`src/hdl/deq_pkg.sv`:
```
`timescale 1ns / 1ps

package deq_pkg;

    // Field widths of the stream words
    localparam int REQ_W       = 3;
    localparam int VAL_W       = 32;
    localparam int IDX_W       = 4;
    localparam int CNT_OUT_W   = 5;
    localparam int STAT_W      = 2;
    localparam int IN_TDATA_W  = 40;
    localparam int OUT_TDATA_W = 104;

    // Request codes
    localparam logic [REQ_W-1:0] REQ_NONE       = 3'd0;
    localparam logic [REQ_W-1:0] REQ_PUSH_BACK  = 3'd1;
    localparam logic [REQ_W-1:0] REQ_PUSH_FRONT = 3'd2;
    localparam logic [REQ_W-1:0] REQ_POP_FRONT  = 3'd3;
    localparam logic [REQ_W-1:0] REQ_POP_BACK   = 3'd4;
    localparam logic [REQ_W-1:0] REQ_READ       = 3'd5;

    // Status codes
    localparam logic [STAT_W-1:0] ST_OK     = 2'd0;
    localparam logic [STAT_W-1:0] ST_FULL   = 2'd1;
    localparam logic [STAT_W-1:0] ST_EMPTY  = 2'd2;
    localparam logic [STAT_W-1:0] ST_RANGE  = 2'd3;

    typedef enum logic [2:0] {
        S_IDLE,
        S_EXEC,
        S_RD_FRONT,
        S_RD_BACK,
        S_RD_INDEX,
        S_DONE
    } t_state;

    typedef enum logic [1:0] {
        RD_FRONT,
        RD_BACK,
        RD_INDEX
    } t_rd_sel;

    typedef struct packed {
        logic    load_req;
        logic    exec;
        logic    rd_en;
        t_rd_sel rd_sel;
        logic    cap_front;
        logic    cap_back;
        logic    load_out;
    } t_dp_cmd;

endpackage

```
`src/hdl/deq_ctrl.sv`:
```
`timescale 1ns / 1ps

module deq_ctrl (
    input  logic             i_clk,
    input  logic             i_rst_n,
    input  logic             i_s_tvalid,
    output logic             o_s_tready,
    input  logic             i_m_tready,
    output logic             o_m_tvalid,
    output deq_pkg::t_dp_cmd o_cmd
);

    deq_pkg::t_state r_state;
    deq_pkg::t_state n_state;
    logic            r_out_valid;
    logic            w_out_free;

    assign w_out_free = !r_out_valid || i_m_tready;
    assign o_m_tvalid = r_out_valid;

    always_ff @(posedge i_clk) begin
        if (!i_rst_n) begin
            r_state     <= deq_pkg::S_IDLE;
            r_out_valid <= 1'b0;
        end else begin
            r_state <= n_state;
            if (o_cmd.load_out) begin
                r_out_valid <= 1'b1;
            end else if (i_m_tready) begin
                r_out_valid <= 1'b0;
            end
        end
    end

    always_comb begin
        n_state      = r_state;
        o_s_tready   = 1'b0;
        o_cmd        = '0;
        o_cmd.rd_sel = deq_pkg::RD_FRONT;
        case (r_state)
            deq_pkg::S_IDLE: begin
                o_s_tready = 1'b1;
                if (i_s_tvalid) begin
                    o_cmd.load_req = 1'b1;
                    n_state        = deq_pkg::S_EXEC;
                end
            end
            deq_pkg::S_EXEC: begin
                o_cmd.exec = 1'b1;
                n_state    = deq_pkg::S_RD_FRONT;
            end
            deq_pkg::S_RD_FRONT: begin
                o_cmd.rd_en  = 1'b1;
                o_cmd.rd_sel = deq_pkg::RD_FRONT;
                n_state      = deq_pkg::S_RD_BACK;
            end
            deq_pkg::S_RD_BACK: begin
                o_cmd.rd_en     = 1'b1;
                o_cmd.rd_sel    = deq_pkg::RD_BACK;
                o_cmd.cap_front = 1'b1;
                n_state         = deq_pkg::S_RD_INDEX;
            end
            deq_pkg::S_RD_INDEX: begin
                o_cmd.rd_en    = 1'b1;
                o_cmd.rd_sel   = deq_pkg::RD_INDEX;
                o_cmd.cap_back = 1'b1;
                n_state        = deq_pkg::S_DONE;
            end
            deq_pkg::S_DONE: begin
                // wait for the output register to free up
                if (w_out_free) begin
                    o_cmd.load_out = 1'b1;
                    n_state        = deq_pkg::S_IDLE;
                end
            end
            default: begin
                n_state = deq_pkg::S_IDLE;
            end
        endcase
    end

endmodule

```
`src/hdl/deq_datapath.sv`:
```
`timescale 1ns / 1ps

module deq_datapath #(
    parameter int DEPTH      = 16,
    parameter int DATA_WIDTH = 32
) (
    input  logic                                i_clk,
    input  logic                                i_rst_n,
    input  deq_pkg::t_dp_cmd                    i_cmd,
    input  logic [deq_pkg::REQ_W-1:0]           i_req_type,
    input  logic [deq_pkg::VAL_W-1:0]           i_push_value,
    input  logic [deq_pkg::IDX_W-1:0]           i_read_index,
    output logic [deq_pkg::VAL_W-1:0]           o_front_value,
    output logic [deq_pkg::VAL_W-1:0]           o_back_value,
    output logic [deq_pkg::VAL_W-1:0]           o_read_value,
    output logic [deq_pkg::CNT_OUT_W-1:0]       o_entry_count,
    output logic                                o_is_empty,
    output logic [deq_pkg::STAT_W-1:0]          o_status
);

    localparam int PW   = $clog2(DEPTH);
    localparam int CW   = $clog2(DEPTH + 1);
    localparam int VW   = deq_pkg::VAL_W;
    localparam int IW   = deq_pkg::IDX_W;
    localparam int OCW  = deq_pkg::CNT_OUT_W;
    localparam int CMPW = (CW > IW) ? CW : IW;
    localparam logic [PW:0]   DEPTH_X  = (PW + 1)'(DEPTH);
    localparam logic [CW-1:0] DEPTH_C  = CW'(DEPTH);
    localparam logic [PW-1:0] LAST_PTR = PW'(DEPTH - 1);

    function automatic logic [PW-1:0] f_slot(input logic [PW-1:0] base,
                                             input logic [PW-1:0] pos);
        logic [PW:0] sum;
        sum = {1'b0, base} + {1'b0, pos};
        if (sum >= DEPTH_X) begin
            sum = sum - DEPTH_X;
        end
        return sum[PW-1:0];
    endfunction

    logic [DATA_WIDTH-1:0]       mem [DEPTH];
    logic [DATA_WIDTH-1:0]       r_rd_data;

    logic [deq_pkg::REQ_W-1:0]   r_req;
    logic [DATA_WIDTH-1:0]       r_push;
    logic [IW-1:0]               r_idx;
    logic [PW-1:0]               r_start;
    logic [CW-1:0]               r_count;
    logic [deq_pkg::STAT_W-1:0]  r_status;
    logic [DATA_WIDTH-1:0]       r_front;
    logic [DATA_WIDTH-1:0]       r_back;

    logic [PW-1:0]               n_start;
    logic [CW-1:0]               n_count;
    logic [deq_pkg::STAT_W-1:0]  n_status;
    logic                        w_wr_en;
    logic [PW-1:0]               w_wr_addr;
    logic [PW-1:0]               w_rd_addr;
    logic [PW-1:0]               w_start_dec;
    logic                        w_full;
    logic                        w_empty;

    assign w_full      = (r_count == DEPTH_C);
    assign w_empty     = (r_count == '0);
    assign w_start_dec = (r_start == '0) ? LAST_PTR : r_start - PW'(1);

    // apply one request to pointer and count
    always_comb begin
        n_start   = r_start;
        n_count   = r_count;
        n_status  = deq_pkg::ST_OK;
        w_wr_en   = 1'b0;
        w_wr_addr = f_slot(r_start, PW'(r_count));
        case (r_req)
            deq_pkg::REQ_PUSH_BACK: begin
                if (w_full) begin
                    n_status = deq_pkg::ST_FULL;
                end else begin
                    w_wr_en = 1'b1;
                    n_count = r_count + CW'(1);
                end
            end
            deq_pkg::REQ_PUSH_FRONT: begin
                w_wr_addr = w_start_dec;
                if (w_full) begin
                    n_status = deq_pkg::ST_FULL;
                end else begin
                    w_wr_en = 1'b1;
                    n_start = w_start_dec;
                    n_count = r_count + CW'(1);
                end
            end
            deq_pkg::REQ_POP_FRONT: begin
                if (w_empty) begin
                    n_status = deq_pkg::ST_EMPTY;
                end else begin
                    n_start = f_slot(r_start, PW'(1));
                    n_count = r_count - CW'(1);
                end
            end
            deq_pkg::REQ_POP_BACK: begin
                if (w_empty) begin
                    n_status = deq_pkg::ST_EMPTY;
                end else begin
                    n_count = r_count - CW'(1);
                end
            end
            deq_pkg::REQ_READ: begin
                if (CMPW'(r_idx) >= CMPW'(r_count)) begin
                    n_status = deq_pkg::ST_RANGE;
                end
            end
            default: begin
            end
        endcase
    end

    always_comb begin
        case (i_cmd.rd_sel)
            deq_pkg::RD_FRONT: w_rd_addr = r_start;
            deq_pkg::RD_BACK:  w_rd_addr = f_slot(r_start, PW'(r_count - CW'(1)));
            deq_pkg::RD_INDEX: w_rd_addr = f_slot(r_start, PW'(r_idx));
            default:           w_rd_addr = r_start;
        endcase
    end

    always_ff @(posedge i_clk) begin
        if (i_cmd.exec && w_wr_en) begin
            mem[w_wr_addr] <= r_push;
        end
        if (i_cmd.rd_en) begin
            r_rd_data <= mem[w_rd_addr];
        end
    end

    always_ff @(posedge i_clk) begin
        if (!i_rst_n) begin
            r_start <= '0;
            r_count <= '0;
        end else if (i_cmd.exec) begin
            r_start <= n_start;
            r_count <= n_count;
        end
    end

    always_ff @(posedge i_clk) begin
        if (i_cmd.load_req) begin
            r_req  <= i_req_type;
            r_push <= DATA_WIDTH'(i_push_value);
            r_idx  <= i_read_index;
        end
        if (i_cmd.exec) begin
            r_status <= n_status;
        end
        if (i_cmd.cap_front) begin
            r_front <= r_rd_data;
        end
        if (i_cmd.cap_back) begin
            r_back <= r_rd_data;
        end
        if (i_cmd.load_out) begin
            o_front_value <= w_empty ? '0 : VW'(r_front);
            o_back_value  <= w_empty ? '0 : VW'(r_back);
            o_read_value  <= (r_req == deq_pkg::REQ_READ && r_status == deq_pkg::ST_OK)
                             ? VW'(r_rd_data) : '0;
            o_entry_count <= OCW'(r_count);
            o_is_empty    <= w_empty;
            o_status      <= r_status;
        end
    end

endmodule

```
`src/hdl/double_ended_queue.sv`:
```
`timescale 1ns / 1ps

// Bounded double-ended queue on a ring buffer of DEPTH words. Each input word carries one
// request (tuser): none, push back, push front, pop front, pop back, or read the entry at a
// position counted from the front; each request yields exactly one output word reporting
// front, back and read values, the count, an empty flag and a status (tuser). Pushing onto
// a full queue is refused, popping an empty queue is flagged, and a read past the count
// returns zero with an out-of-range status; in each of those cases the queue is left as is.
// One request is in flight at a time: once accepted, it passes through execute, three
// store reads and hand over before its result is loaded into the output register, and no
// new request is taken meanwhile. The three reads are forced by the single read
// port of the entry store, which fetches front, back and indexed entries one after another.
// The output register holds a result while the sink stalls, and the next request is
// accepted in the cycle after the previous result has been loaded. No clearing pass after
// reset: store entries only reach the output once written.

module double_ended_queue #(
    parameter int DEPTH      = 16,
    parameter int DATA_WIDTH = 32
) (
    input  logic                              i_clk,
    input  logic                              i_rst_n,
    // push_value [31:0], read_index [35:32], zero pad [39:36]
    input  logic [deq_pkg::IN_TDATA_W-1:0]    s_axis_tdata,
    // req_type [2:0]
    input  logic [deq_pkg::REQ_W-1:0]         s_axis_tuser,
    input  logic                              s_axis_tvalid,
    output logic                              s_axis_tready,
    // front_value [31:0], back_value [63:32], read_value [95:64],
    // entry_count [100:96], is_empty [101], zero pad [103:102]
    output logic [deq_pkg::OUT_TDATA_W-1:0]   m_axis_tdata,
    // status [1:0]
    output logic [deq_pkg::STAT_W-1:0]        m_axis_tuser,
    output logic                              m_axis_tvalid,
    input  logic                              m_axis_tready
);

    deq_pkg::t_dp_cmd                  w_cmd;
    logic [deq_pkg::VAL_W-1:0]         w_front;
    logic [deq_pkg::VAL_W-1:0]         w_back;
    logic [deq_pkg::VAL_W-1:0]         w_read;
    logic [deq_pkg::CNT_OUT_W-1:0]     w_count;
    logic                              w_empty;

    // sequence each request: load, execute, three store reads, hand over
    deq_ctrl u_ctrl (
        .i_clk      (i_clk),
        .i_rst_n    (i_rst_n),
        .i_s_tvalid (s_axis_tvalid),
        .o_s_tready (s_axis_tready),
        .i_m_tready (m_axis_tready),
        .o_m_tvalid (m_axis_tvalid),
        .o_cmd      (w_cmd)
    );

    // pointer, count, entry store and output register
    deq_datapath #(
        .DEPTH      (DEPTH),
        .DATA_WIDTH (DATA_WIDTH)
    ) u_datapath (
        .i_clk         (i_clk),
        .i_rst_n       (i_rst_n),
        .i_cmd         (w_cmd),
        .i_req_type    (s_axis_tuser),
        .i_push_value  (s_axis_tdata[31:0]),
        .i_read_index  (s_axis_tdata[35:32]),
        .o_front_value (w_front),
        .o_back_value  (w_back),
        .o_read_value  (w_read),
        .o_entry_count (w_count),
        .o_is_empty    (w_empty),
        .o_status      (m_axis_tuser)
    );

    // pack the result word, lowest field first
    assign m_axis_tdata = {2'b00, w_empty, w_count, w_read, w_back, w_front};

endmodule

```
`config.mk`:
```
export PLATFORM = sky130hd
export DESIGN_NAME = double_ended_queue
export DESIGN_NICKNAME = d
export VERILOG_FILES = /design/src/hdl/deq_pkg.sv /design/src/hdl/deq_ctrl.sv /design/src/hdl/deq_datapath.sv /design/src/hdl/double_ended_queue.sv
export SDC_FILE = /design/constraint.sdc
export NUM_CORES = 1
export LEC_CHECK = 0
export BUFFER_PORTS_ARGS = -buffer_cell sky130_fd_sc_hd__buf_2
export CORE_MARGIN = 3
export CORE_UTILIZATION = 40
export CTS_CLUSTER_DIAMETER = 200
export DETAILED_ROUTE_END_ITERATION = 8
export PLACE_DENSITY_LB_ADDON = 0.1
export SYNTH_ARGS = -nofsm -noshare
export SYNTH_HDL_FRONTEND = slang
export SYNTH_SLANG_ARGS = --single-unit
```
`constraint.sdc`:
```
create_clock -name i_clk -period 12.1 [get_ports i_clk]
set_clock_uncertainty 0.05 [all_clocks]
set_input_delay 0.605 -clock i_clk [delete_from_list [all_inputs] [get_ports i_clk]]
set_output_delay 0.605 -clock i_clk [all_outputs]
set_load 0.005 [all_outputs]
```
==> flow_metrics.tcl <==
set metrics [dict create \
    outcome "complete, no violations" \
    r2r-end "u_datapath.r_rd_data[15]" \
    cp-startpoint "u_ctrl.r_state[1]" \
    path_class "flip-flop to flip-flop" \
    cts-root-buf "clkbuf_16" \
    antenna_found_initial 1 \
    cts_resized 0 \
    ys_seq_area_share_pct 77.4 \
    layout_common_cells "753 x edfxtp_1, 290 x mux2i_1, 148 x buf_2" \
    cts_buffers 81 \
    design.die.area_um2 77200 \
    cp_slowest_cell "nand2_4" \
    grt_pass1_vias 13881 \
    start_util_pct 40.4 \
    hold_end "u_datapath.r_push[10]" \
    finalSetupTns_ns 0 \
    min_path_type "primary input to flip-flop" \
    post_cts_buffers 0 \
    dr_total_vias 13402 \
    p_per_area_nw_per_um2 171 \
    ys_top_cells_by_area "edfxtp_1 77%, mux2i_1 9.8%, mux4_2 4.9%, nor2b_1 1.5%, buf_6 1.0%" \
    drtIter0Drc 940 \
    netlist_area_um2 29500 \
    startpoint_type "flip-flop" \
    path_clk_slew_ns 0.06 \
    slowest_delay_ns 0.71 \
    wl_per_cell_um 22.9 \
    hold-path-cell-count 1 \
    multi_input_area_um2 6320 \
    clkLatencyLatePin_ns 0.62 \
    r2r-start "u_ctrl.r_state[1]" \
    wl_um 61600 \
    antenna_left 0 \
    maxCapViolCount 0 \
    hold_buffers 0 \
    pin_count 155 \
    regToRegSetupSlack_ns 6.40 \
    syn_inst 1472 \
    grt_pass1_wl_um 91800 \
    areaGrowthSynthToFinish_pct 14.8 \
    cts_tree "done" \
    worstPathArrival_ns 5.98 \
    synth_seq_cells 766 \
    coreArea_um2 73100 \
    drcViolationCount 0 \
    async_flop_share_pct 0 \
    hold_start "s_axis_tdata[10]" \
    dpl.hpwl_um 33200 \
    regArea_um2 22900 \
    reg2reg_depth 13 \
    fill_cells 6200 \
    dp.cells 2541 \
    synth_ff_type "edfxtp_1" \
    p_leak_uw 0.0125 \
    synth-edff-count 753 \
    synth_top_area_share_pct 76.5 \
    final_nets 1728 \
    worstPathRequired_ns 12.38 \
    yosys.area.top_type "edfxtp_1" \
    firstDrtPassIters 7 \
    finalCriticalPeriod_ns 5.70 \
    fin_cells 2689 \
    ir_worst_vdd_v 0.000109 \
    holdWs_ns 0.119 \
    clock_path_buffers 3 \
    ys_types 55 \
    yosysWarnings 0 \
    period_share_pct 47.1 \
    grt_max_degree 78 \
    end_kind "flip-flop" \
    port_buffers 148 \
    gr-total-overflow 0 \
    mostFrequentLayoutCell "edfxtp_1" \
    fmax_mhz 175 \
    setup_violations 0 \
    grt_usage_pct 16.1 \
    dieWidth_um 278 \
    path_cells "inv_4 -> nand3_4 -> clkinv_2 -> a21oi_1 -> ha_1 -> inv_1 -> fa_1 -> xnor2_1 -> a32oi_1 -> nand2_4 -> buf_4 -> mux4_2 -> mux2i_1" \
    cts_sinks 766 \
    rsz0062_at_grt "no" \
    cp_max_fo 37 \
    via_per_inst 4.98 \
    die_h_um 278 \
    drive_gt1_share_pct 22.3 \
    place_congestion 0.730 \
    slew_violations 0 \
    final_util_pct 46.4 \
    worst_pin_slew_ns 1.06 \
    rows 99 \
    syn_avg_cell_area_um2 20.1 \
    hold_viol_final 0 \
    relSlewSlack_pct 29.4 \
    htree_levels 3 \
]
## metrics by stage
step	cell area (um^2)	setup WS [ns]	total power [uW]
global placement	31400	6.23	3510
detailed placement	31400	6.23	3520
CTS	33900	6.20	5880
finish	33900	6.40	5790
floorplan	29600	6.33	3390
global route	33900	5.80	6020
## power breakdown
part,switching (uW),internal [uW]
clock network,987,1350
logic,230,163
registers,60.3,3000
total,1280,4510
## how the worst max path moves through the flow
stage,to,slack [ns],depth (start not counted)
detailed placement,u_datapath.r_rd_data[13],6.23,13
global route,u_datapath.r_rd_data[13],5.80,13
finish,u_datapath.r_rd_data[15],6.40,13
CTS,u_datapath.r_rd_data[13],6.20,13
global placement,u_datapath.r_rd_data[13],6.23,13
floorplan,u_datapath.o_back_value[0],6.33,3
## cells in the mapped netlist (5+ instances only)
cell type  count
buf_6         27
buf_4          5
mux4_2        64
inv_1         11
clkbuf_1      24
nor3_1         9
a21oi_1       12
ha_1          14
dfxtp_1       13
nor2_1        36
nor2b_1       69
nand2b_1       5
nand2_1       10
xnor2_1       16
mux2i_1      290
buf_2         10
and2_1        34
xor2_1         5
edfxtp_1     753
## kinds of logic (layout without fill, tap and decap cells)
| kind of cell | count (synthesis) | in the layout | synth area share (%) |
|---|---|---|---|
| multiplexers | 355 | 355 | 14.7 |
| flip-flops | 766 | 766 | 77.4 |
| buffers and inverters | 83 | 339 | 1.87 |
| XOR/XNOR | 21 | 21 | 0.622 |
| AO/OA/AOI/OAI | 49 | 49 | 1.13 |
| AND/OR/NAND/NOR | 181 | 181 | 3.50 |
| adder cells (fa/ha/maj) | 16 | 16 | 0.728 |
| other | 1 | 3 | 0.0127 |
## cell type report
type / count / share of cell area, %
sequential: 766 / 67.4
multi-input combinational: 624 / 18.6
clock buffer: 102 / 6.33
tap: 959 / 3.54
timing repair buffer: 176 / 2.80
clock inverter: 45 / 1.04
inverter: 16 / 0.196
antenna: 1 / 0.00738
## sequential cells by signal, indices dropped and copies added (netlist names), 4 cells and up
signal,cells
u_datapath.o_front_value,32
u_datapath.o_read_value,32
u_datapath.r_push,32
u_datapath.r_idx,4
u_datapath.o_back_value,32
u_datapath.r_front,32
u_datapath.r_rd_data,32
u_datapath.o_entry_count,5
u_datapath.r_start,4
u_datapath.r_count,5
u_datapath.mem,512
u_datapath.r_back,32
## worst max-delay path: cells and delay by family, from the launching register on
| kind | cells | cell delay [ns] |
|---|---|---|
| flops | 1 | 0.56 |
| fa+ha+maj | 2 | 0.62 |
| mux | 2 | 1.06 |
| compound gates | 2 | 0.55 |
| buf+inv | 4 | 1.44 |
| xor+xnor | 1 | 0.22 |
| simple gates | 2 | 0.87 |
## layer usage
metal | global-route usage [%] | share of wire [%] | vias up
li1 | - | - | 6194
met1 | 23.0 | 47 | 6839
met2 | 25.7 | 47 | 295
met3 | 2.79 | 4.4 | 74
met4 | 4.52 | 1.9 | 0
met5 | 0 | 0 | -
No activity file was read; power rests on OpenSTA's default activity.
